==> config.mk <==
export PLATFORM = sky130hd
export DESIGN_NAME = reference_count_table
export DESIGN_NICKNAME = d
export VERILOG_FILES = /design/src/rtl/core/rct_pkg.sv /design/src/rtl/core/rct_cell.sv /design/src/rtl/core/reference_count_table.sv
export SDC_FILE = /design/constraint.sdc
export NUM_CORES = 2
export LEC_CHECK = 0
export BUFFER_PORTS_ARGS = -buffer_cell sky130_fd_sc_hd__buf_2
export CAP_MARGIN = 20
export CORE_ASPECT_RATIO = 0.75
export CORE_MARGIN = 2
export CORE_UTILIZATION = 57
export CTS_CLUSTER_DIAMETER = 80
export DETAILED_ROUTE_END_ITERATION = 8
export PLACE_DENSITY_LB_ADDON = 0.3
export SYNTH_ARGS = -nofsm -noshare
export SYNTH_HDL_FRONTEND = slang
export SYNTH_SLANG_ARGS = --single-unit
==> constraint.sdc <==
create_clock -name clk -period 4.65 [get_ports clk]
set_input_delay 1.1625 -clock clk [delete_from_list [all_inputs] [get_ports clk]]
set_output_delay 1.1625 -clock clk [all_outputs]
set_load 0.1 [all_outputs]
==> src/rtl/core/rct_pkg.sv <==
`timescale 1ns / 1ps

package rct_pkg;

  localparam int TABLE_ENTRIES_DEF = 16;
  localparam int KEY_BITS_DEF      = 32;
  localparam int COUNT_BITS_DEF    = 16;

  localparam int CMD_BITS    = 2;
  localparam int STATUS_BITS = 2;

  localparam logic [CMD_BITS-1:0] CMD_ADD     = 2'd0;
  localparam logic [CMD_BITS-1:0] CMD_RELEASE = 2'd1;
  localparam logic [CMD_BITS-1:0] CMD_QUERY   = 2'd2;

  localparam logic [STATUS_BITS-1:0] ST_OK     = 2'd0;
  localparam logic [STATUS_BITS-1:0] ST_NULL   = 2'd1;
  localparam logic [STATUS_BITS-1:0] ST_ABSENT = 2'd2;
  localparam logic [STATUS_BITS-1:0] ST_FULL   = 2'd3;

  // control part of the token that walks down the cell row
  typedef struct packed {
    logic                valid;
    logic [CMD_BITS-1:0] cmd;
    logic                hit;       // some cell already served the item
    logic                appended;  // the serving cell took the key as a new entry
  } rct_tok_t;

  typedef enum logic [1:0] {
    ST_IDLE = 2'b01,
    ST_RUN  = 2'b10
  } rct_state_t;

endpackage

==> src/rtl/core/rct_cell.sv <==
`timescale 1ns / 1ps

module rct_cell
  import rct_pkg::*;
#(
  parameter int TABLE_ENTRIES = TABLE_ENTRIES_DEF,
  parameter int KEY_BITS      = KEY_BITS_DEF,
  parameter int COUNT_BITS    = COUNT_BITS_DEF,
  parameter int IDX           = 0,
  localparam int FILL_BITS    = $clog2(TABLE_ENTRIES + 1)
) (
  input  logic                  clk,
  input  logic                  rst_n,
  input  logic [FILL_BITS-1:0]  fill,
  input  rct_tok_t              tok_i,
  input  logic [KEY_BITS-1:0]   key_i,
  input  logic [COUNT_BITS-1:0] cnt_i,
  output rct_tok_t              tok_o,
  output logic [KEY_BITS-1:0]   key_o,
  output logic [COUNT_BITS-1:0] cnt_o
);

  localparam logic [FILL_BITS-1:0] MY_IDX = FILL_BITS'(IDX);

  logic [KEY_BITS-1:0]   entry_key_r;
  logic [COUNT_BITS-1:0] entry_cnt_r;
  logic [COUNT_BITS-1:0] entry_cnt_nxt;

  rct_tok_t              tok_r, tok_nxt;
  logic [KEY_BITS-1:0]   key_r;
  logic [COUNT_BITS-1:0] cnt_r, cnt_nxt;

  logic live, match, take_new;

  // only entries below the fill level hold keys
  assign live     = tok_i.valid && !tok_i.hit;
  assign match    = live && (MY_IDX < fill) && (key_i == entry_key_r);
  assign take_new = live && (MY_IDX == fill) && (tok_i.cmd == CMD_ADD);

  always_comb begin
    entry_cnt_nxt = entry_cnt_r;
    case (tok_i.cmd)
      CMD_ADD: begin
        if (entry_cnt_r != '1) entry_cnt_nxt = entry_cnt_r + 1'b1;
      end
      CMD_RELEASE: begin
        if (entry_cnt_r != '0) entry_cnt_nxt = entry_cnt_r - 1'b1;
      end
      default: entry_cnt_nxt = entry_cnt_r;
    endcase
  end

  always_comb begin
    tok_nxt = tok_i;
    cnt_nxt = cnt_i;
    if (match) begin
      tok_nxt.hit = 1'b1;
      cnt_nxt     = entry_cnt_nxt;
    end else if (take_new) begin
      tok_nxt.hit      = 1'b1;
      tok_nxt.appended = 1'b1;
      cnt_nxt          = COUNT_BITS'(1);
    end
  end

  always_ff @(posedge clk) begin
    if (!rst_n) begin
      tok_r <= '0;
    end else begin
      tok_r <= tok_nxt;
    end
  end

  always_ff @(posedge clk) begin
    key_r <= key_i;
    cnt_r <= cnt_nxt;
    if (match) begin
      entry_cnt_r <= entry_cnt_nxt;
    end else if (take_new) begin
      entry_key_r <= key_i;
      entry_cnt_r <= COUNT_BITS'(1);
    end
  end

  assign tok_o = tok_r;
  assign key_o = key_r;
  assign cnt_o = cnt_r;

endmodule

==> src/rtl/core/reference_count_table.sv <==
`timescale 1ns / 1ps

// Channel  Direction  Handshake           Payload
// in_      input      in_valid/in_stall   in_cmd, in_key
// out_     output     out_valid/out_stall out_ref_count, out_status
//
// A non-null item walks the row of TABLE_ENTRIES cells, one cell a cycle, and
// its result is registered off the last cell into out_valid, out_ref_count
// and out_status.
// A null key is answered the cycle after accept.
// One item is in the row at a time; in_stall is high while it walks and while
// a finished result is held by out_stall. Reset empties the table (fill level
// zero); cell contents need no clearing.

module reference_count_table
  import rct_pkg::*;
#(
  parameter int TABLE_ENTRIES = TABLE_ENTRIES_DEF,
  parameter int KEY_BITS      = KEY_BITS_DEF,
  parameter int COUNT_BITS    = COUNT_BITS_DEF
) (
  input  logic                   clk,
  input  logic                   rst_n,
  input  logic                   in_valid,
  output logic                   in_stall,
  input  logic [CMD_BITS-1:0]    in_cmd,
  input  logic [KEY_BITS-1:0]    in_key,
  output logic                   out_valid,
  input  logic                   out_stall,
  output logic [COUNT_BITS-1:0]  out_ref_count,
  output logic [STATUS_BITS-1:0] out_status
);

  localparam int FILL_BITS = $clog2(TABLE_ENTRIES + 1);
  localparam logic [FILL_BITS-1:0] FILL_MAX = FILL_BITS'(TABLE_ENTRIES);

  rct_state_t state_r, state_nxt;
  logic [FILL_BITS-1:0] fill_r, fill_nxt;
  logic out_valid_r, out_valid_nxt;
  logic [COUNT_BITS-1:0] out_cnt_r, out_cnt_nxt;
  logic [STATUS_BITS-1:0] out_st_r, out_st_nxt;

  rct_tok_t              tok  [TABLE_ENTRIES+1];
  logic [KEY_BITS-1:0]   keys [TABLE_ENTRIES+1];
  logic [COUNT_BITS-1:0] cnts [TABLE_ENTRIES+1];

  logic     accept;
  rct_tok_t tail;

  assign in_stall = (state_r != ST_IDLE) || (out_valid_r && out_stall);
  assign accept   = in_valid && !in_stall;

  always_comb begin
    tok[0]          = '0;
    tok[0].valid    = accept && (in_key != '0);
    tok[0].cmd      = in_cmd;
    keys[0]         = in_key;
    cnts[0]         = '0;
  end

  for (genvar g = 0; g < TABLE_ENTRIES; g++) begin : g_cell
    rct_cell #(
      .TABLE_ENTRIES(TABLE_ENTRIES),
      .KEY_BITS     (KEY_BITS),
      .COUNT_BITS   (COUNT_BITS),
      .IDX          (g)
    ) u_cell (
      .clk  (clk),
      .rst_n(rst_n),
      .fill (fill_r),
      .tok_i(tok[g]),
      .key_i(keys[g]),
      .cnt_i(cnts[g]),
      .tok_o(tok[g+1]),
      .key_o(keys[g+1]),
      .cnt_o(cnts[g+1])
    );
  end

  assign tail = tok[TABLE_ENTRIES];

  always_comb begin
    state_nxt     = state_r;
    fill_nxt      = fill_r;
    out_valid_nxt = out_valid_r && out_stall;
    out_cnt_nxt   = out_cnt_r;
    out_st_nxt    = out_st_r;
    case (state_r)
      ST_IDLE: begin
        if (accept) begin
          if (in_key == '0) begin
            out_valid_nxt = 1'b1;
            out_cnt_nxt   = '0;
            out_st_nxt    = ST_NULL;
          end else begin
            state_nxt = ST_RUN;
          end
        end
      end
      ST_RUN: begin
        if (tail.valid) begin
          state_nxt     = ST_IDLE;
          out_valid_nxt = 1'b1;
          if (tail.hit) begin
            out_cnt_nxt = cnts[TABLE_ENTRIES];
            out_st_nxt  = ST_OK;
            if (tail.appended && fill_r != FILL_MAX) fill_nxt = fill_r + 1'b1;
          end else begin
            out_cnt_nxt = '0;
            out_st_nxt  = (tail.cmd == CMD_ADD) ? ST_FULL : ST_ABSENT;
          end
        end
      end
      default: state_nxt = ST_IDLE;
    endcase
  end

  always_ff @(posedge clk) begin
    if (!rst_n) begin
      state_r     <= ST_IDLE;
      fill_r      <= '0;
      out_valid_r <= 1'b0;
    end else begin
      state_r     <= state_nxt;
      fill_r      <= fill_nxt;
      out_valid_r <= out_valid_nxt;
    end
  end

  always_ff @(posedge clk) begin
    out_cnt_r <= out_cnt_nxt;
    out_st_r  <= out_st_nxt;
  end

  assign out_valid     = out_valid_r;
  assign out_ref_count = out_cnt_r;
  assign out_status    = out_st_r;

endmodule

# Word-level counts from Yosys, hierarchy flattened
# Cells that the tools add are included.
dict set report totals {
  ff_bits 1610
  in_bits 38
  output_inout_bits 20
  word_cells 620
}
dict set report op_classes {
  addsub 33
  order_cmp 16
  eq_ne 71
  mux 178
  bitwise 17
  n_reduce_logical 173
}
# cell count
set ops {}
lappend ops {{$mux W16} 99}
lappend ops {{$pmux W16 S2} 17}
lappend ops {{$eq A32 B32 Y1} 16}
lappend ops {{$add A16 B1 Y16 const B} 16}
lappend ops {{$ne A16 B16 Y1 const B} 16}
lappend ops {{$reduce_bool A16 Y1} 16}
lappend ops {{$sub A16 B1 Y16 const B} 16}
lappend ops {{$logic_and A1 B1 Y1} 83}
lappend ops {{$mux W2} 23}
lappend ops {{$eq A4 B5 Y1 const A} 8}
lappend ops {{$lt A4 B5 Y1 const A} 8}
lappend ops {{$mux W1} 36}
lappend ops {{$eq A2 B1 Y1 const B} 17}
lappend ops {{$logic_not A2 Y1} 17}
lappend ops {{$reduce_bool A2 Y1} 17}
lappend ops {{$logic_not A32 Y1} 1}
lappend ops {{$reduce_and A2 Y1} 16}
lappend ops {{$reduce_bool A32 Y1} 1}
lappend ops {{$eq A3 B5 Y1 const A} 4}
lappend ops {{$lt A3 B5 Y1 const A} 4}
lappend ops {{$not A1 Y1} 17}
lappend ops {{$logic_not A1 Y1} 16}
lappend ops {{$eq A2 B5 Y1 const A} 2}
lappend ops {{$lt A1 B5 Y1 const A} 2}
lappend ops {{other kinds (14)} 20}

# Logic depth before layout (Yosys ltp)
dict set report depth {
  ltp_word 9
  depth_mapped 10
  depth_no_buf 8
}

# Hierarchy
# From an unflattened synthesis, not the netlist that was laid out.
dict set report unflattened {
  cells_unflattened 5631
  hier_area_um2 67445.9
}
# mod instances cells_per_inst area_each_um2 seq_area_each_um2
set modules_own_cells {}
lappend modules_own_cells {{rct_cell (g_cell[5].u_cell)} 1 367 4269.1 2502.4}
lappend modules_own_cells {{rct_cell (g_cell[3].u_cell)} 1 363 4214.0 2502.4}
lappend modules_own_cells {{rct_cell (g_cell[0].u_cell)} 1 355 4210.3 2502.4}
lappend modules_own_cells {{rct_cell (g_cell[2].u_cell)} 1 370 4201.5 2502.4}
lappend modules_own_cells {{rct_cell (g_cell[1].u_cell)} 1 366 4192.8 2502.4}
lappend modules_own_cells {{rct_cell (g_cell[6].u_cell)} 1 357 4187.8 2502.4}
lappend modules_own_cells {{rct_cell (g_cell[11].u_cell)} 1 328 4181.5 2502.4}
lappend modules_own_cells {{rct_cell (g_cell[4].u_cell)} 1 325 4147.7 2502.4}
lappend modules_own_cells {{rct_cell (g_cell[12].u_cell)} 1 352 4134.0 2502.4}
lappend modules_own_cells {{rct_cell (g_cell[15].u_cell)} 1 344 4108.9 2502.4}
lappend modules_own_cells {{rct_cell (g_cell[10].u_cell)} 1 335 4090.2 2502.4}
lappend modules_own_cells {{rct_cell (g_cell[9].u_cell)} 1 334 4078.9 2502.4}
lappend modules_own_cells {{rct_cell (g_cell[7].u_cell)} 1 341 4070.2 2502.4}
lappend modules_own_cells {{rct_cell (g_cell[8].u_cell)} 1 339 4042.6 2502.4}
lappend modules_own_cells {{+3 rows} - - - -}

# Worst setup path before layout
# No wires, ideal clock.
dict set report synth_timing {
  path_kind {reg2reg}
  start {reg fill_r[2]}
  end {reg g_cell[5].u_cell.entry_key_r[0] (enable)}
  setup_ns 0.505
  t_arrival_ns 3.910
  required_ns 4.145
  setup_slack_ns 0.235
  path_stages_with_launch 4
  path_buffers 1
  period_less_slack_ns 4.415
  path_cell_list {dfxtp_1 > buf_2 > nand2b_1 > nor4_1}
}
dict set report synth_between {
  elab_chain_len 5
  elab_cells_between_ends 8
  cone_classes {1 x order compare; 1 x eq/ne; 1 x bitwise; 5 x reduce/logical}
}
# element line
set synth_rtl {}
lappend synth_rtl {{start, declared} reference_count_table.sv:38} ;# logic [FILL_BITS-1:0] fill_r, fill_nxt;
lappend synth_rtl {{start signal, assigned} reference_count_table.sv:125} ;# fill_r <= fill_nxt;
lappend synth_rtl {{$lt A3 B5 Y1} rct_cell.sv:37} ;# assign match = live && (MY_IDX < fill) && (key_i == entry_key_r);
lappend synth_rtl {{$logic_and A1 B1 Y1 (2 in a row)} rct_cell.sv:37}
lappend synth_rtl {{$not A1 Y1 (no line)} -}
lappend synth_rtl {{$reduce_and A2 Y1 (no line) (*)} -}
lappend synth_rtl {{end signal, assigned} rct_cell.sv:80} ;# entry_key_r <= key_i;
lappend synth_rtl {{end, declared} rct_cell.sv:25} ;# logic [KEY_BITS-1:0] entry_key_r;
# Mark *: on every way between the ends. The rest lies on a longest branch, timed or not.
# A chain may end at the register's enable or synchronous reset.

# Worst setup path in the final report
dict set report layout_timing {
  start {reg fill_r[4]}
  end {reg g_cell[13].u_cell.entry_cnt_r[12] (enable)}
}
dict set report layout_between {
  elab_chain_len 4
  elab_cells_between_ends 7
  cone_classes {1 x order compare; 1 x eq/ne; 5 x reduce/logical}
}
# element line
set layout_rtl {}
lappend layout_rtl {{$lt A4 B5 Y1 / $eq A4 B5 Y1 (equally long branches)} {rct_cell.sv:37, rct_cell.sv:38}}
lappend layout_rtl {{$logic_and A1 B1 Y1 (on tied branches) (2 in a row)} {rct_cell.sv:37, rct_cell.sv:38}}
lappend layout_rtl {{$reduce_bool A2 Y1 (no line) (*)} -}
lappend layout_rtl {{end signal, assigned} rct_cell.sv:78} ;# entry_cnt_r <= entry_cnt_nxt;
lappend layout_rtl {{end, declared} rct_cell.sv:26} ;# logic [COUNT_BITS-1:0] entry_cnt_r;
# Marked as above.

==> impl_results.md <==
* Cell count after synthesis at 5271
* H-tree Lvls at 4
* Tightest Hold Check Type: register to register
* Stages on worst setup path at 5
* Post-synth EDFFs at 786
* TritonCTS buffer count at 146
* Remaining DRCs at 0
* Status: completed
* Reg area at 0.04010 mm²
* Post-Synth XOR/XNOR Area at 0.09257
* CP Launch Type: register
* Final WL at 145400 µm
* Most common cell after layout, fill and taps aside: dfxtp_1
* Gr usage total at 0.2506
* Mapped Area at 0.06415 mm²
* Core area at 0.1115 mm²
* Crit path DAT at 4190 ps
* DRT iter0 DRCs at 4170
* Commonest cells after routing, fill and taps aside: dfxtp_1 (824), edfxtp_1 (786), xnor2_1 (382)
* Share of the synthesized area in the top cell type at 0.3679
* Largest net degree at the start of global routing at 55
* Post-cts gate resize count at 0
* Slew Limit Fails at 0
* Yosys reg bits at 1610
* Share of layout cells above drive strength 1 at 0.08955
* Clock latency on the worst-skew pair at 780 ps
* Util after Layout at 0.6355
* Syn Area/Cell at 12.17 µm²
* Max IR drop VDD at 419.3 µV
* Yosys top cell by area: edfxtp_1
* Synth Area in Simple Gates at 0.1498
* Final WS setup at 854.4 ps
* Unique masters post-synth at 104
* GPL Wtd Cong at 0.9352
* Worst Tran Pin Value at 1025 ps
* CP cell instances: nor2_1 > or4_1 > or4_1 > and2_0 > inv_1
* Setup CP Type: register to register
* Gr ovfl total at 0
* CP Capture Type: register
* Synthesis-to-finish area growth at 10.50%
* Die width at 391.4 µm
* Mapped Nets at 5354
* Final hold vios at 0
* Row count at 106
* Synth Area in Compound Gates at 0.09430
* Initial Utilization at 0.5751
* # fillers at 8297
* Synthesis Warnings at 0
* Die extent in y at 294.5 µm
* Tmin final at 3796 ps
* CP top delay family: simple AND/OR/NAND/NOR gates
* CTS tree: built
* Max-cap viol count at 0
* Clk sinks at 1610
* Drt via density at 5.958
* CP peak stage delay at 790 ps
* IO Port Bufs at 57
* Cts hold-fix bufs at 0
* Max_slew headroom at 0.3141
* Setup bufs post-CTS at 0
* Nets@finish at 5375
* Antenna viol nets, final at 0
* Crit-path slowest cell: or4_1
* Max Clock Freq at 263.5 MHz
* Dpl hpwl at 104700 µm
* Maximum clock path buffer count at 3
* Largest family of logic cells by synthesized area: simple AND/OR/NAND/NOR gates
* Clock transition at path regs at 60 ps
* Final hold slack at 362.0 ps
* CTS root buf: clkbuf_16
* Initial antenna violation count at 1
* Post-Synth Adder-Cell Area at 0.008777
* WL/cell at 20.98 µm
* Reg2Reg Depth at 5
* Via count at 41280
* Leakage at 25.42 nW
* RSZ-0062 raised after global routing: no
* Area of the multi-input gates at 0.02265 mm²
* Pre-Repair DR Iteration Count at 6
* Final period util at 0.8163
* ANT cells at 0
* First-pass GRT wire length at 226300 µm
* Endpoints failing setup at 0
* Crit-path max FO at 17
* Die area at 0.1153 mm²
* Boundary Pins at 58
* Vias in the first global route at 39160
* Placed Instance Area at 0.06581 mm²
* Power Density at 403.5 mW/mm²
* Synth Flop Type: dfxtp_1
* Most frequent CP cell: or4_1
* Mux cell area share after synthesis at 0.006787
* Synth top area cells: edfxtp_1 (37%), dfxtp_1 (26%), xnor2_1 (5.2%)
* Worst endpoint required time at 5040 ps
* Post-route cell area at 0.07088 mm²
* Pre-CTS setup slack at 376.2 ps
* Async set-reset flop share out of synthesis at 0
* Critical path buffers and inverters at 1
* Setup_tns at 0 ps
* Sequential area share after synthesis at 0.6251
* Hold depth at 0
* Final Skew at 33.05 ps
-- flip-flops by register name, summed over array words and instances (netlist names) --
register,cells
g_cell.u_cell.entry_key_r,512
g_cell.u_cell.cnt_o,256
state_r,2
out_ref_count,16
fill_r,5
out_status,2
g_cell.u_cell.key_o,480
out_valid,1
g_cell.u_cell.entry_cnt_r,256
g_cell.u_cell.tok_o,80
-- worst register-to-register path, delay by kind of cell, from the launching register on --
family,cells,cell delay [ps]
buffers and inverters,1,590
AND/OR/NAND/NOR,4,2120
flip-flops,1,710
-- worst paths after layout --
kind	from	end	slack (ps)
max	fill_r[4]$_SDFFE_PN0P_	g_cell[13].u_cell.entry_cnt_r[12]$_SDFFCE_PN0P_	850
min	g_cell[11].u_cell.key_o[19]$_DFF_P_	g_cell[12].u_cell.key_o[19]$_DFF_P_	360
max reg2reg	fill_r[4]$_SDFFE_PN0P_	g_cell[13].u_cell.entry_cnt_r[12]$_SDFFCE_PN0P_	850
min reg2reg	g_cell[11].u_cell.key_o[19]$_DFF_P_	g_cell[12].u_cell.key_o[19]$_DFF_P_	360
-- routing by layer --
metal | wire [µm] | track usage | up-vias
li1 | - | - | 19630
met1 | 66570 | 0.3627 | 19950
met2 | 65140 | 0.3825 | 1471
met3 | 9686 | 0.04240 | 229
met4 | 3970 | 0.08664 | 0
met5 | 0 | 0 | -
-- through the flow --
stage	std cells	total power, mW
floorplan	5271	16.23
global placement	6655	16.52
detailed placement	6655	16.55
CTS	6927	28.84
global route	6928	29.45
finish	6928	28.60
-- cells in the mapped netlist, types with 33 or more instances --
library cell / count
and4_1: 36
nor2_1: 334
edfxtp_1: 786
nor4_1: 169
a21o_1: 72
o21a_1: 51
nand2_1: 177
nand2b_1: 50
dfxtp_1: 824
inv_1: 136
xnor2_1: 382
and2_1: 94
nor3_1: 139
o21ai_0: 102
nor2b_1: 43
or3_1: 47
o2bb2ai_1: 103
ha_1: 45
or2_2: 34
clkbuf_1: 190
xor2_1: 296
nand3_1: 183
nand4_1: 192
and3_1: 65
or4_1: 48
mux2i_1: 33
a31oi_1: 50
a21oi_1: 89
-- power by group --
part,switching (mW),internal [mW]
registers,0.282,15.1
logic,0.585,0.238
clock network,5.29,7.07
total,6.16,22.4
-- layout make-up --
| cell class | count | area share |
|---|---|---|
| well taps | 1512 | 0.02669 |
| inverters | 136 | 0.007202 |
| flip-flops and latches | 1610 | 0.5657 |
| repair buffers | 106 | 0.009479 |
| clock buffers | 206 | 0.06023 |
| multi-input cells | 3292 | 0.3195 |
| clock inverters | 66 | 0.01119 |
-- cells by family after synthesis --
kind of cell    Yosys count
simple gates           1720
flops                  1610
compound gates          807
xor+xnor                678
buf+inv                 369
fa+ha+maj                45
mux                      42
(Power assumes the default switching activity.)
